## src/hw/rtl/bas_pkg.sv

```systemverilog
// Package with register codes, widths and the channel blend function of the scaler.
package bas_pkg;

   localparam int unsigned ADDR_W  = 16;
   localparam int unsigned PIXEL_W = 32;
   localparam int unsigned SCALE_W = 24;
   localparam int unsigned SIZE_W  = 9;
   localparam int unsigned COORD_W = 12;
   localparam int unsigned CSR_IDX_W = 3;

   localparam logic [CSR_IDX_W-1:0] CSR_SCALE_X  = 3'd0;
   localparam logic [CSR_IDX_W-1:0] CSR_SCALE_Y  = 3'd1;
   localparam logic [CSR_IDX_W-1:0] CSR_SRC_W    = 3'd2;
   localparam logic [CSR_IDX_W-1:0] CSR_SRC_H    = 3'd3;

   localparam logic FUNC_LOAD   = 1'b0;
   localparam logic FUNC_SAMPLE = 1'b1;

   typedef logic [SIZE_W-1:0] coord_type;
   typedef logic [7:0]        weight_type;
   typedef logic [PIXEL_W-1:0] pixel_type;

   // c0 + floor((c1-c0)*w/256), kept non-negative by adding 256 first
   function automatic logic [7:0] blend_chan(input logic [7:0] c0, input logic [7:0] c1,
                                             input logic [7:0] w);
      logic [8:0]  shifted;
      logic [16:0] prod;
      logic [9:0]  sum;
      shifted = 9'd256 + {1'b0, c1} - {1'b0, c0};
      prod    = shifted * w;
      sum     = {2'b00, c0} + {1'b0, prod[16:8]} - {2'b00, w};
      return sum[7:0];
   endfunction

   function automatic pixel_type blend_pixel(input pixel_type p0, input pixel_type p1,
                                             input logic [7:0] w);
      pixel_type r;
      for (int i = 0; i < 4; i++) begin
         r[8*i +: 8] = blend_chan(p0[8*i +: 8], p1[8*i +: 8], w);
      end
      return r;
   endfunction

endpackage

```

## src/hw/rtl/bas_axis.sv

```systemverilog
// Coordinate mapper for one axis: two stages from destination coordinate to neighbours and weight.
module bas_axis (
   input  logic                        clock,
   input  logic [bas_pkg::SCALE_W-1:0] scale,
   input  logic [bas_pkg::COORD_W-1:0] dest,
   input  logic [bas_pkg::SIZE_W-1:0]  size,
   output bas_pkg::coord_type          first,
   output bas_pkg::coord_type          next,
   output bas_pkg::weight_type         weight
);

   localparam int unsigned T_W = bas_pkg::SCALE_W + bas_pkg::COORD_W + 1;

   logic [T_W-1:0]   t_ff;
   logic [T_W-2:0]   pos;
   logic [T_W-18:0]  ip;
   logic [bas_pkg::SIZE_W-1:0] last;
   bas_pkg::coord_type  first_in, first_ff, next_ff;
   bas_pkg::weight_type weight_ff;

   always_ff @(posedge clock) begin
      t_ff <= scale * {dest, 1'b1};
   end

   always_comb begin
      logic [T_W-1:0] diff;
      diff = t_ff - T_W'(65536);
      pos  = (t_ff <= T_W'(65536)) ? '0 : diff[T_W-1:1];
      ip   = pos[T_W-2:16];
      last = size - bas_pkg::SIZE_W'(1);
      first_in = (ip > {{(T_W-17-bas_pkg::SIZE_W){1'b0}}, last}) ? last
                                                                   : ip[bas_pkg::SIZE_W-1:0];
   end

   always_ff @(posedge clock) begin
      first_ff  <= first_in;
      next_ff   <= (first_in < last) ? first_in + bas_pkg::SIZE_W'(1) : first_in;
      weight_ff <= pos[15:8];
   end

   assign first  = first_ff;
   assign next   = next_ff;
   assign weight = weight_ff;

endmodule

```

## config.mk

```make
export PLATFORM = sky130hd
export DESIGN_NAME = bas_axis
export DESIGN_NICKNAME = d
export VERILOG_FILES = /design/src/hw/rtl/bas_pkg.sv /design/src/hw/rtl/bas_axis.sv
export SDC_FILE = /design/constraint.sdc
export NUM_CORES = 1
export LEC_CHECK = 0
export BUFFER_PORTS_ARGS = -buffer_cell sky130_fd_sc_hd__clkbuf_2
export CAP_MARGIN = 0
export CORE_UTILIZATION = 58
export CTS_BUF_LIST = sky130_fd_sc_hd__clkbuf_8 sky130_fd_sc_hd__clkbuf_16
export CTS_CLUSTER_DIAMETER = 80
export DETAILED_ROUTE_END_ITERATION = 16
export PLACE_DENSITY = 0.83
export SETUP_SLACK_MARGIN = 0.02
export SLEW_MARGIN = 20
export SYNTH_ARGS = -nofsm -noshare
export SYNTH_HDL_FRONTEND = slang
export SYNTH_SLANG_ARGS = --single-unit
```

## constraint.sdc

```tcl
create_clock -name clock -period 5.2 [get_ports clock]
set_input_delay 0 -clock clock [delete_from_list [all_inputs] [get_ports clock]]
set_output_delay 0 -clock clock [all_outputs]
set_load 0.03 [all_outputs]
```

==> run summary, run 1 <==
Highest clock frequency the design can meet = 0.196 GHz
Number of primary I/O pins = 72
Status = finished, final reports clean
Tightest slew margin relative to the limit = 51.1%
Length of routed wiring on met1 = 10700 um
Sink Count = 63
Main combinational cell family by area after synthesis = adder cells
Critical Path Fanout Max = 20
Total Die Area = 21000 um2
Clock tree root driver cell = sky130_fd_sc_hd__clkbuf_16
Number of synthesis warnings = 0
Number of nets in the finished design = 1845
Initial detailed-routing violation count = 552
Clk pin slew, worst setup/hold paths = 50 ps
Total placed instance area = 13300 um2
Overall routed net length = 28400 um
Area of the mapped netlist = 11900 um2
Final global-route overflow total = 0
Synthesis-stage register bit count = 63
Count of max-cap constraint violations = 0
Register-to-register setup slack = 280 ps
Die span in x = 145 um
Total inserted antenna cells = 0
Maximum vdd drop = 0.881 mV
Kind of start point of the critical path = primary input
Topmost layer with routed signal wires = met4
Global placer's final weighted congestion = 0.900
LEAKAGE = 7.00 nW
Syn_nets = 1684
Per-cell routed wire length = 16.5 um
Row count = 51
CTS tree = done
Number of detailed-route iterations in the first pass = 5
Most common cell type on the critical path = sky130_fd_sc_hd__fa_1
Final-report max-slew violation count = 0
Synthesized netlist cell count = 1293
Number of global-route vias before repair = 10171
Share of synthesized area spent on multiplexers = 0.0950%
Post-layout minimum cycle time = 5100 ps
Area grow syn2layout = 17.3%
Post-Place Setup Slack = -279 ps
Initial antenna violation count = 0
Max stage delay cell, worst path = sky130_fd_sc_hd__fa_1
Adder and majority cell fraction of the synthesized area = 51.8%
Worst path max stage delay = 520 ps
Total CTS buffers = 9
Antenna-violating nets left = 0
Power density over the cells = 757 nW/um2
First-pass GRT wire length = 47800 um
Met3 wirelength from detailed routing = 1660 um
Crit-path leading delay family = adder cells
Commonest non-fill, non-tap cells in the layout = sky130_fd_sc_hd__fa_1, sky130_fd_sc_hd__nand2_1, sky130_fd_sc_hd__inv_1
Tightest Hold Check Type = in -> reg
Number of unique standard cell types used by synthesis = 61
Clock skew = 8.04 ps
Die extent in y = 145 um
CP arrival = 5350 ps
Cells along the critical path = clkbuf_2, buf_12, nand2_1, fa_1, inv_1, fa_1, fa_1, inv_1, fa_1, fa_1, inv_1, ha_1, a21o_1, a221oi_1, buf_4, or3_1, nand2_1, a221o_1, o211ai_1, nand3_1, a211o_1, o211ai_1
Startpoint-to-endpoint class of the critical path = in -> reg
CTS max path bufs = 2
Part of the Yosys area used for sequential elements = 10.6%
Final Cycle Share = 98.1%
Final Setup Violations = 0
Per-instance average area after synthesis = 9.16 um2
Final number of hold-violating endpoints = 0
GR Util All Layers = 28.2%
Pin count of the biggest net entering global routing = 21
Simple logic cell fraction of the synthesized area = 18.1%
Kind of end point of the critical path = flip-flop
Post-synth EDFFs = 0
Share of flip-flops with an asynchronous set or reset after synthesis = 0%
Number of H-tree levels = 3
Starting Density = 60.1%
Half-perimeter wire length after placement = 23800 um
Post-route cell area = 13900 um2
WP data required = 5450 ps
Count of unresolved DRC violations after routing = 0
Share of the synthesized area in compound gates (AO/OA/AOI/OAI) = 6.70%
Post-synthesis share of cell area spent on xor and xnor gates = 3.84%
Floorplan core area = 19700 um2
Post-route worst setup slack = 99.3 ps
Clock latency on the worst-skew pair = 330 ps
Worst-margin pin slew = 729 ps
Met2 routed WL = 14900 um
Detailed-route via count = 9556
Detailed-route vias per instance = 5.54
Number of buffers and inverters on the critical path = 6
Dominant synthesized flop cell = sky130_fd_sc_hd__dfxtp_1
Most frequent standard cell in the layout excluding fill and tap cells = sky130_fd_sc_hd__fa_1
Fraction of final layout cells sized beyond drive strength 1 = 18.2%
Number of input and output port buffers inserted = 71
-- metrics by stage --
step / setup TNS [ps] / instances / total power [mW] / util [%] / hold WS, ps
after floorplan: -14.3 / 1293 / 6.63 / - / 27.7
after global placement: -653 / 1697 / 9.19 / 67.4 / 360
after detailed placement: -1740 / 1697 / 9.50 / 67.4 / 369
after CTS: 0 / 1714 / 10.2 / 69.1 / 37.8
after global routing: -113 / 1724 / 11.5 / 70.5 / 27.9
final: 0 / 1724 / 10.5 / 70.5 / 30.9
-- per-layer routing --
layer  global-route usage [%]  vias up
li1                         -     4290
met1                     34.2     4784
met2                     49.4      387
met3                     4.12       95
met4                     13.4        0
met5                        0        -
-- final cells by class --
cell class | instances | area, um2
tap | 265 | 332
timing repair buffer | 202 | 1450
clock buffer | 11 | 253
inverter | 226 | 848
clock inverter | 5 | 56.3
sequential | 63 | 1260
fill | 1360 | 5810
multi-input combinational | 952 | 9710
-- kinds of logic after synthesis --
family	Yosys count
and+or+nand+nor	447
DFF	63
AOI/OAI and AO/OA	107
xor gates and xnor gates	52
buffers and inverters	278
muxes	1
adders and majority gates	345
-- power breakdown --
part           internal, mW  leakage (nW)  switching, mW
combinational          4.33          6.32           4.66
clock                 0.395         0.152          0.204
sequential            0.820         0.531          0.118
-- path summary, 6_finish.rpt --
path	from	end	cells past startpoint
setup reg to reg	t_ff[17]	next[7]	22
setup / recovery	dest[2]	t_ff[34]	22
hold / removal	scale[0]	t_ff[0]	2
hold reg to reg	t_ff[13]	weight[4]	1
-- synthesized netlist by cell type (6+ instances only) --
library cell | count | share of area [%]
sky130_fd_sc_hd__a21oi_1 | 31 | 1.3
sky130_fd_sc_hd__nor3_1 | 15 | 0.63
sky130_fd_sc_hd__dfxtp_1 | 63 | 11
sky130_fd_sc_hd__inv_1 | 226 | 7.2
sky130_fd_sc_hd__o21ai_0 | 9 | 0.38
sky130_fd_sc_hd__xor2_1 | 17 | 1.3
sky130_fd_sc_hd__fa_1 | 242 | 41
sky130_fd_sc_hd__and2_1 | 100 | 5.3
sky130_fd_sc_hd__nand2_1 | 229 | 7.3
sky130_fd_sc_hd__xnor2_1 | 35 | 2.6
sky130_fd_sc_hd__or3_1 | 7 | 0.37
sky130_fd_sc_hd__ha_1 | 103 | 11
sky130_fd_sc_hd__nand4_1 | 8 | 0.42
sky130_fd_sc_hd__clkbuf_1 | 50 | 1.6
sky130_fd_sc_hd__nor2_1 | 40 | 1.3
sky130_fd_sc_hd__a21o_1 | 20 | 1.3
sky130_fd_sc_hd__o211ai_1 | 8 | 0.51
sky130_fd_sc_hd__o21a_1 | 6 | 0.38
sky130_fd_sc_hd__nor4_1 | 9 | 0.48
-- sequential cells by signal, summed over array words and instances, names as in the netlist --
name and cells:
t_ff 37, weight 8, first 9, next 9
-- timing repair --
| action | in CTS | in global routing |
|---|---|---|
| pin swaps | 2 | 34 |
| gates resized for setup | 4 | 81 |
| setup buffers | 1 | 10 |
| endpoints found under the setup margin | 6 | 18 |
| hold buffers | 0 | 0 |
No activity file was read; power rests on OpenSTA's default activity.
==> run 2, diff against run 1 <==
--- a/config.mk
+++ b/config.mk
@@ -5,13 +5,14 @@
 export SDC_FILE = /design/constraint.sdc
 export NUM_CORES = 1
 export LEC_CHECK = 0
+export ABC_AREA = 1
 export BUFFER_PORTS_ARGS = -buffer_cell sky130_fd_sc_hd__clkbuf_2
 export CAP_MARGIN = 0
-export CORE_UTILIZATION = 58
+export CORE_UTILIZATION = 65
 export CTS_BUF_LIST = sky130_fd_sc_hd__clkbuf_8 sky130_fd_sc_hd__clkbuf_16
 export CTS_CLUSTER_DIAMETER = 80
 export DETAILED_ROUTE_END_ITERATION = 16
-export PLACE_DENSITY = 0.83
+export PLACE_DENSITY = 0.87
 export SETUP_SLACK_MARGIN = 0.02
 export SLEW_MARGIN = 20
 export SYNTH_ARGS = -nofsm -noshare
==> constraint.sdc (replaced) <==
create_clock -name clock -period 5.9 [get_ports clock]
set_input_delay 0 -clock clock [delete_from_list [all_inputs] [get_ports clock]]
set_output_delay 0 -clock clock [all_outputs]
set_load 0.03 [all_outputs]
==> run summary, run 2 <==
Final number of hold-violating endpoints = 0 (unchanged)
CTS max path bufs = 2 (unchanged)
Setup repair after global routing missed its margin = no
Area contributors post-synth = sky130_fd_sc_hd__fa_1, sky130_fd_sc_hd__nand2_1, sky130_fd_sc_hd__inv_1
Maximum vdd drop = 0.601 mV (-32%)
Initial antenna violation count = 0 (unchanged)
Final global-route overflow total = 0 (unchanged)
Worst-margin pin slew = 628 ps (-101 ps)
Floorplan core area = 18900 um2 (-4.2%)
Area of the mapped netlist = 12600 um2 (+6.5%)
Proportion of total power due to net switching = 54.8% (+7.5 points)
FF-to-FF End = next[8]
Initial detailed-routing violation count = 849 (+54%)
CTS tree = done
Origin of the critical flop-to-flop path = t_ff[34]
Number of cells traversed by the worst register-to-register path = 33 (+50%)
Post-synth top area cell = sky130_fd_sc_hd__fa_1
Cell depth of the worst hold path = 1 (-1)
Cells along the critical path = clkbuf_2, nand2_1, fa_1, fa_1, inv_1, fa_1, inv_1, fa_1, inv_1, fa_1, ha_1, nand2_1, nor2_1, inv_1, o21ai_1, a21boi_0, o21ai_0, a21boi_1, o21ai_0, nand2_1, nand3_1, nand2_1
Clock tree root driver cell = sky130_fd_sc_hd__clkbuf_16
Total Die Area = 20000 um2 (-4.9%)
Post-synth EDFFs = 0 (unchanged)
Number of synthesis warnings = 0 (unchanged)
Detailed-route via count = 10380 (+8.6%)
Clock skew = 5.88 ps (-2.16 ps)
Row count = 50 (-2.0%)
Area grow syn2layout = 6.39%
Number of detailed-route iterations in the first pass = 8 (+3)
Number of nets in the finished design = 2023 (+9.6%)
Global placer's final weighted congestion = 0.904 (+0.42%)
Sequential fraction of design power = 10.0% (+1.1 points)
Main combinational cell family by area after synthesis = adder cells
Dominant synthesized flop cell = sky130_fd_sc_hd__dfxtp_1
Number of input and output port buffers inserted = 71 (unchanged)
Synthesis-stage register bit count = 63 (unchanged)
Pin count of the biggest net entering global routing = 25 (+19%)
Register-to-register setup slack = 1110 ps (+830 ps)
Highest clock frequency the design can meet = 0.195 GHz
Number of buffers inserted by post-CTS setup repair = 0 (-1)
Total inserted antenna cells = 0 (unchanged)
Endpoint with the worst hold slack = t_ff[0]
Simple logic cell fraction of the synthesized area = 20.7% (+2.6 points)
Count of instances resized after the clock tree is built = 0 (-4)
Tightest slew margin relative to the limit = 58.2% (+7.1 points)
Kind of end point of the critical path = flip-flop
Final standard cell utilization of the core = 71.0% (+0.51 points)
Adder and majority cell fraction of the synthesized area = 48.6% (-3.1 points)
CP arrival = 5360 ps (about the same)
Share of flip-flops with an asynchronous set or reset after synthesis = 0% (unchanged)
Per-instance average area after synthesis = 7.89 um2 (-14%)
WP data required = 6130 ps (+680 ps)
LEAKAGE = 7.59 nW (+8.3%)
Number of H-tree levels = 3 (unchanged)
Most common cell type on the critical path = sky130_fd_sc_hd__fa_1
Syn_nets = 1989 (+18%)
Post-layout minimum cycle time = 5130 ps
Tightest Hold Check Type = in -> reg
Final Cycle Share = 87.0%
Number of global-route vias before repair = 11280 (+11%)
Detailed-route vias per instance = 5.47 (-1.2%)
Count of unresolved DRC violations after routing = 0 (unchanged)
Final Setup Violations = 0 (unchanged)
Clock latency on the worst-skew pair = 330 ps (about the same)
Per-cell routed wire length = 15.4 um (-6.6%)
Power density over the cells = 619 nW/um2 (-18%)
Post-cts hold buffer count = 0 (unchanged)
Synthesized netlist cell count = 1598 (+24%)
Commonest non-fill, non-tap cells in the layout = sky130_fd_sc_hd__nand2_1, sky130_fd_sc_hd__inv_1, sky130_fd_sc_hd__fa_1
Post-synthesis share of cell area spent on xor and xnor gates = 3.26% (-0.58 points)
Antenna-violating nets left = 0 (unchanged)
Share of the synthesized area in compound gates (AO/OA/AOI/OAI) = 4.42% (-2.3 points)
Status = finished, final reports clean
Die extent in y = 141 um (-2.5%)
Share of the synthesized area in the top cell type = 38.4% (-2.5 points)
Total CTS buffers = 9 (unchanged)
Setup Total Neg Slack = 0 ps (unchanged)
Worst path max stage delay = 540 ps (+20 ps)
Top cell types by occurrence after synthesis = sky130_fd_sc_hd__nand2_1, sky130_fd_sc_hd__inv_1, sky130_fd_sc_hd__fa_1
Most frequently used cell type in the post-synthesis netlist = sky130_fd_sc_hd__nand2_1
Register bank with the most flops = t_ff
Starting Density = 66.8% (+6.7 points)
Final-report max-slew violation count = 0 (unchanged)
P_int = 3.75 mW (-32%)
Fraction of final layout cells sized beyond drive strength 1 = 8.01% (-10 points)
Part of the total power dissipated in the clock network = 6.2% (+0.5 points)
Clk pin slew, worst setup/hold paths = 50 ps (about the same)
Max reg flops = 37 (unchanged)
Relative contribution of combinational cells to total power = 83.8% (-1.6 points)
Switching power = 4.55 mW (-8.6%)
Kind of start point of the critical path = primary input
GR Util All Layers = 32.4% (+4.2 points)
Part of the Yosys area used for sequential elements = 10.0% (-0.65 points)
Number of primary I/O pins = 72 (unchanged)
Max stage delay cell, worst path = sky130_fd_sc_hd__fa_1
Share of synthesized area spent on multiplexers = 0% (-0.095 points)
Most frequent standard cell in the layout excluding fill and tap cells = sky130_fd_sc_hd__nand2_1
First-pass GRT wire length = 51000 um (+6.9%)
Half-perimeter wire length after placement = 24000 um (+0.78%)
Final worst hold slack = 40.3 ps (+9.31 ps)
Die span in x = 141 um (-2.5%)
Count of max-cap constraint violations = 0 (unchanged)
Critical Path Fanout Max = 24 (+20%)
Sink Count = 63 (unchanged)
Number of unique standard cell types used by synthesis = 42 (-31%)
Overall routed net length = 29200 um (+2.8%)
Startpoint-to-endpoint class of the critical path = in -> reg
Source of the worst hold timing path = scale[0]
[run 2: worst max-delay path: cells and delay by family]
family / cells / cell delay (ps)
AOI/OAI and AO/OA: 5 / 1130
and+or+nand+nor: 6 / 640
buffers and inverters: 5 / 660
adders and majority gates: 6 / 2930
[run 2: kinds of logic (layout without fill, tap and decap cells)]
logic type,Yosys count,count (layout)
xor gates and xnor gates,47,47
AOI/OAI and AO/OA,95,95
adders and majority gates,345,345
and+or+nand+nor,613,613
DFF,63,63
buffers and inverters,435,473
[run 2: worst max-delay path by stage]
stage	start	end	slack [ps]	cells after the start
2_1_floorplan	scale[8]	t_ff[34]	1070	22
3_3_place_gp	dest[0]	t_ff[34]	590	22
3_5_place_dp	dest[3]	t_ff[34]	450	22
4_1_cts	dest[3]	t_ff[34]	780	22
5_1_grt	dest[3]	t_ff[34]	280	22
6_report	dest[3]	t_ff[34]	770	22
[run 2: area by class of cell]
type,instances,area [um2]
Multi-Input combinational cell,1100,9720
Timing Repair Buffer,73,370
Clock inverter,4,46.3
Fill cell,1432,5470
Clock buffer,11,253
Inverter,385,1450
Tap cell,260,325
Sequential cell,63,1260
[run 2: metal layers]
| layer | routed length (um) | part of all wire [%] | track usage, % |
|---|---|---|---|
| met1 | 10800 | 37 | 37.7 |
| met4 | 1510 | 5.2 | 17.8 |
| met3 | 2260 | 7.7 | 6.72 |
| met2 | 14700 | 50 | 56.1 |
| met5 | 0 | 0 | 0 |
[run 2: stage by stage]
| stage | cells | instance area (um2) | worst slack, ps | total power, mW |
|---|---|---|---|---|
| floorplan | 1598 | 12600 | 1070 | 6.05 |
| global placement | 1881 | 13100 | 593 | 7.48 |
| detailed placement | 1881 | 13100 | 446 | 7.70 |
| CTS | 1896 | 13400 | 783 | 8.28 |
| global route | 1896 | 13400 | 276 | 9.25 |
| finish | 1896 | 13400 | 767 | 8.30 |
[run 2: power by group through the flow]
stage / Sequential (mW) / Clock (mW) / Combinational (mW)
final: 0.828 / 0.518 / 6.96
after global placement: 0.831 / 0 / 6.65
after CTS: 0.826 / 0.522 / 6.94
after detailed placement: 0.833 / 0 / 6.87
after global routing: 0.845 / 0.543 / 7.87
after floorplan: 0.889 / 0 / 5.16
==> run 3, diff against run 2 <==
--- a/config.mk
+++ b/config.mk
@@ -6,13 +6,13 @@
 export NUM_CORES = 1
 export LEC_CHECK = 0
 export ABC_AREA = 1
-export BUFFER_PORTS_ARGS = -buffer_cell sky130_fd_sc_hd__clkbuf_2
+export BUFFER_PORTS_ARGS = -buffer_cell sky130_fd_sc_hd__buf_4
 export CAP_MARGIN = 0
 export CORE_UTILIZATION = 65
 export CTS_BUF_LIST = sky130_fd_sc_hd__clkbuf_8 sky130_fd_sc_hd__clkbuf_16
 export CTS_CLUSTER_DIAMETER = 80
 export DETAILED_ROUTE_END_ITERATION = 16
-export PLACE_DENSITY = 0.87
+export PLACE_DENSITY = 0.84
 export SETUP_SLACK_MARGIN = 0.02
 export SLEW_MARGIN = 20
 export SYNTH_ARGS = -nofsm -noshare
==> run summary, run 3 (synthesis results as in run 2) <==
Initial detailed-routing violation count = 615 (-28%)
Number of cells traversed by the worst register-to-register path = 33 (unchanged)
Register bank with the most flops = t_ff
Final global-route overflow total = 0 (unchanged)
Detailed-route via count = 10341 (-0.38%)
Most common cell type on the critical path = sky130_fd_sc_hd__fa_1
Clock tree root driver cell = sky130_fd_sc_hd__clkbuf_16
GR Util All Layers = 32.7% (+0.36 points)
Post-layout minimum cycle time = 5230 ps (+99.0 ps)
Startpoint-to-endpoint class of the critical path = in -> reg
Number of H-tree levels = 3 (unchanged)
Critical Path Fanout Max = 13 (-46%)
Number of input and output port buffers inserted = 71 (unchanged)
Clock latency on the worst-skew pair = 330 ps (about the same)
Final number of hold-violating endpoints = 0 (unchanged)
Row count = 50 (unchanged)
Floorplan core area = 18900 um2 (unchanged)
Total CTS buffers = 9 (unchanged)
Number of buffers inserted by post-CTS setup repair = 0 (unchanged)
Number of primary I/O pins = 72 (unchanged)
Antenna-violating nets left = 0 (unchanged)
Status = finished, final reports clean
Cells along the critical path = dlygate4sd3_1, buf_4, nand2_1, fa_1, fa_1, inv_1, fa_1, inv_1, fa_1, inv_1, fa_1, ha_1, nand2_1, nor2_1, inv_1, o21ai_1, a21boi_0, o21ai_0, a21boi_1, o21ai_0, nand2_1, nand3_1, nand2_1
Post-cts hold buffer count = 1 (+1)
Tightest Hold Check Type = in -> reg
Count of instances resized after the clock tree is built = 0 (unchanged)
Starting Density = 66.8% (unchanged)
Max reg flops = 37 (unchanged)
First-pass GRT wire length = 51400 um (+0.66%)
Tightest slew margin relative to the limit = 73.6% (+15 points)
Number of global-route vias before repair = 11321 (+0.36%)
Total of fill cells in the finished design = 1465 (+2.3%)
CP arrival = 5450 ps (+90 ps)
Count of max-cap constraint violations = 0 (unchanged)
Total Die Area = 20000 um2 (unchanged)
Power density over the cells = 613 nW/um2 (-0.95%)
Commonest non-fill, non-tap cells in the layout = sky130_fd_sc_hd__nand2_1, sky130_fd_sc_hd__inv_1, sky130_fd_sc_hd__fa_1
CTS max path bufs = 2 (unchanged)
Met3 wirelength from detailed routing = 2090 um (-7.6%)
Overall routed net length = 29300 um (+0.21%)
Total inserted antenna cells = 0 (unchanged)
Met2 routed WL = 14900 um (+1.3%)
Final-report max-slew violation count = 0 (unchanged)
Pin count of the biggest net entering global routing = 25 (unchanged)
Fraction of final layout cells sized beyond drive strength 1 = 7.95% (-0.061 points)
Clk pin slew, worst setup/hold paths = 50 ps (about the same)
Relative contribution of combinational cells to total power = 84.0% (+0.2 points)
Maximum vdd drop = 0.579 mV (-3.7%)
Topmost layer with routed signal wires = met4
Half-perimeter wire length after placement = 23900 um (-0.45%)
CTS tree = done
Number of nets in the finished design = 2022 (-0.049%)
Kind of start point of the critical path = primary input
Sequential fraction of design power = 10.0% (about the same)
Max stage delay cell, worst path = sky130_fd_sc_hd__dlygate4sd3_1
Proportion of total power due to net switching = 54.9% (+0.079 points)
Highest clock frequency the design can meet = 0.191 GHz (-1.9%)
Switching power = 4.57 mW (+0.40%)
Initial antenna violation count = 0 (unchanged)
Most frequent standard cell in the layout excluding fill and tap cells = sky130_fd_sc_hd__nand2_1
Count of unresolved DRC violations after routing = 0 (unchanged)
Detailed-route vias per instance = 5.45 (-0.38%)
Die span in x = 141 um (unchanged)
Final Setup Violations = 0 (unchanged)
Total placed instance area = 13300 um2 (+1.2%)
WP data required = 6120 ps (about the same)
Register-to-register setup slack = 1050 ps (-60 ps)
Part of the total power dissipated in the clock network = 6.0% (-0.2 points)
Die extent in y = 141 um (unchanged)
Final Cycle Share = 88.7% (+1.7 points)
Clock skew = 7.47 ps (+1.59 ps)
Setup Total Neg Slack = 0 ps (unchanged)
Worst-margin pin slew = 392 ps (-236 ps)
Cell depth of the worst hold path = 2 (+1)
Length of routed wiring on met1 = 10700 um (-0.44%)
Kind of end point of the critical path = flip-flop
Setup repair after global routing missed its margin = no
Global placer's final weighted congestion = 0.888 (-1.7%)
Per-cell routed wire length = 15.4 um (+0.21%)
Post-route cell area = 13600 um2 (+1.2%)
P_int = 3.75 mW (about the same)
Area grow syn2layout = 7.69%
Worst path max stage delay = 530 ps (about the same)
Sink Count = 63 (unchanged)
LEAKAGE = 7.63 nW (+0.51%)
Number of detailed-route iterations in the first pass = 6 (-2)
[run 3: power by group through the flow]
stage	sequential, mW	combinational (mW)	clock [mW]
3_5_place_dp	0.836	6.85	0
5_1_grt	0.847	7.92	0.527
4_1_cts	0.829	6.94	0.505
2_1_floorplan	0.889	5.16	0
6_report	0.830	6.99	0.503
3_3_place_gp	0.833	6.66	0
[run 3: layout make-up]
cell class	count	area, um2	share of cell area [%]
Clock buffer	9	225	1.66
Inverter	385	1450	10.6
Timing Repair Buffer	72	543	4.00
Clock inverter	7	65.1	0.479
Tap cell	260	325	2.39
Multi-Input combinational cell	1100	9720	71.5
Sequential cell	63	1260	9.28
[run 3: critical path, delay by kind of cell]
kind | cells | cell delay, ps
adder cells (fa/ha/maj) | 6 | 2760
AO/OA/AOI/OAI | 5 | 1170
buffers and inverters | 6 | 950
AND/OR/NAND/NOR | 6 | 570
[run 3: path summary, 6_finish.rpt]
path,start,end
min,scale[1],t_ff[1]
min reg2reg,t_ff[9],weight[0]
max reg2reg,t_ff[33],next[5]
max,scale[0],t_ff[34]
[run 3: metrics by stage]
step           util, %  power, mW  setup slack (ps)  instances  hold slack [ps]
2_1_floorplan        -       6.05              1070       1598             27.7
3_3_place_gp      70.3       7.49               748       1879              255
3_5_place_dp      70.3       7.69               645       1879              253
4_1_cts           71.9       8.27               716       1896             44.3
5_1_grt           71.9       9.29               336       1896             55.7
6_report          71.9       8.32               668       1896             53.4
[run 3: per-layer routing]
layer  vias to the layer above  GRT usage, %
li1                       4748             -
met5                         -             0
met2                       464          58.6
met3                       141          5.87
met1                      4988          37.4
met4                         0          17.0
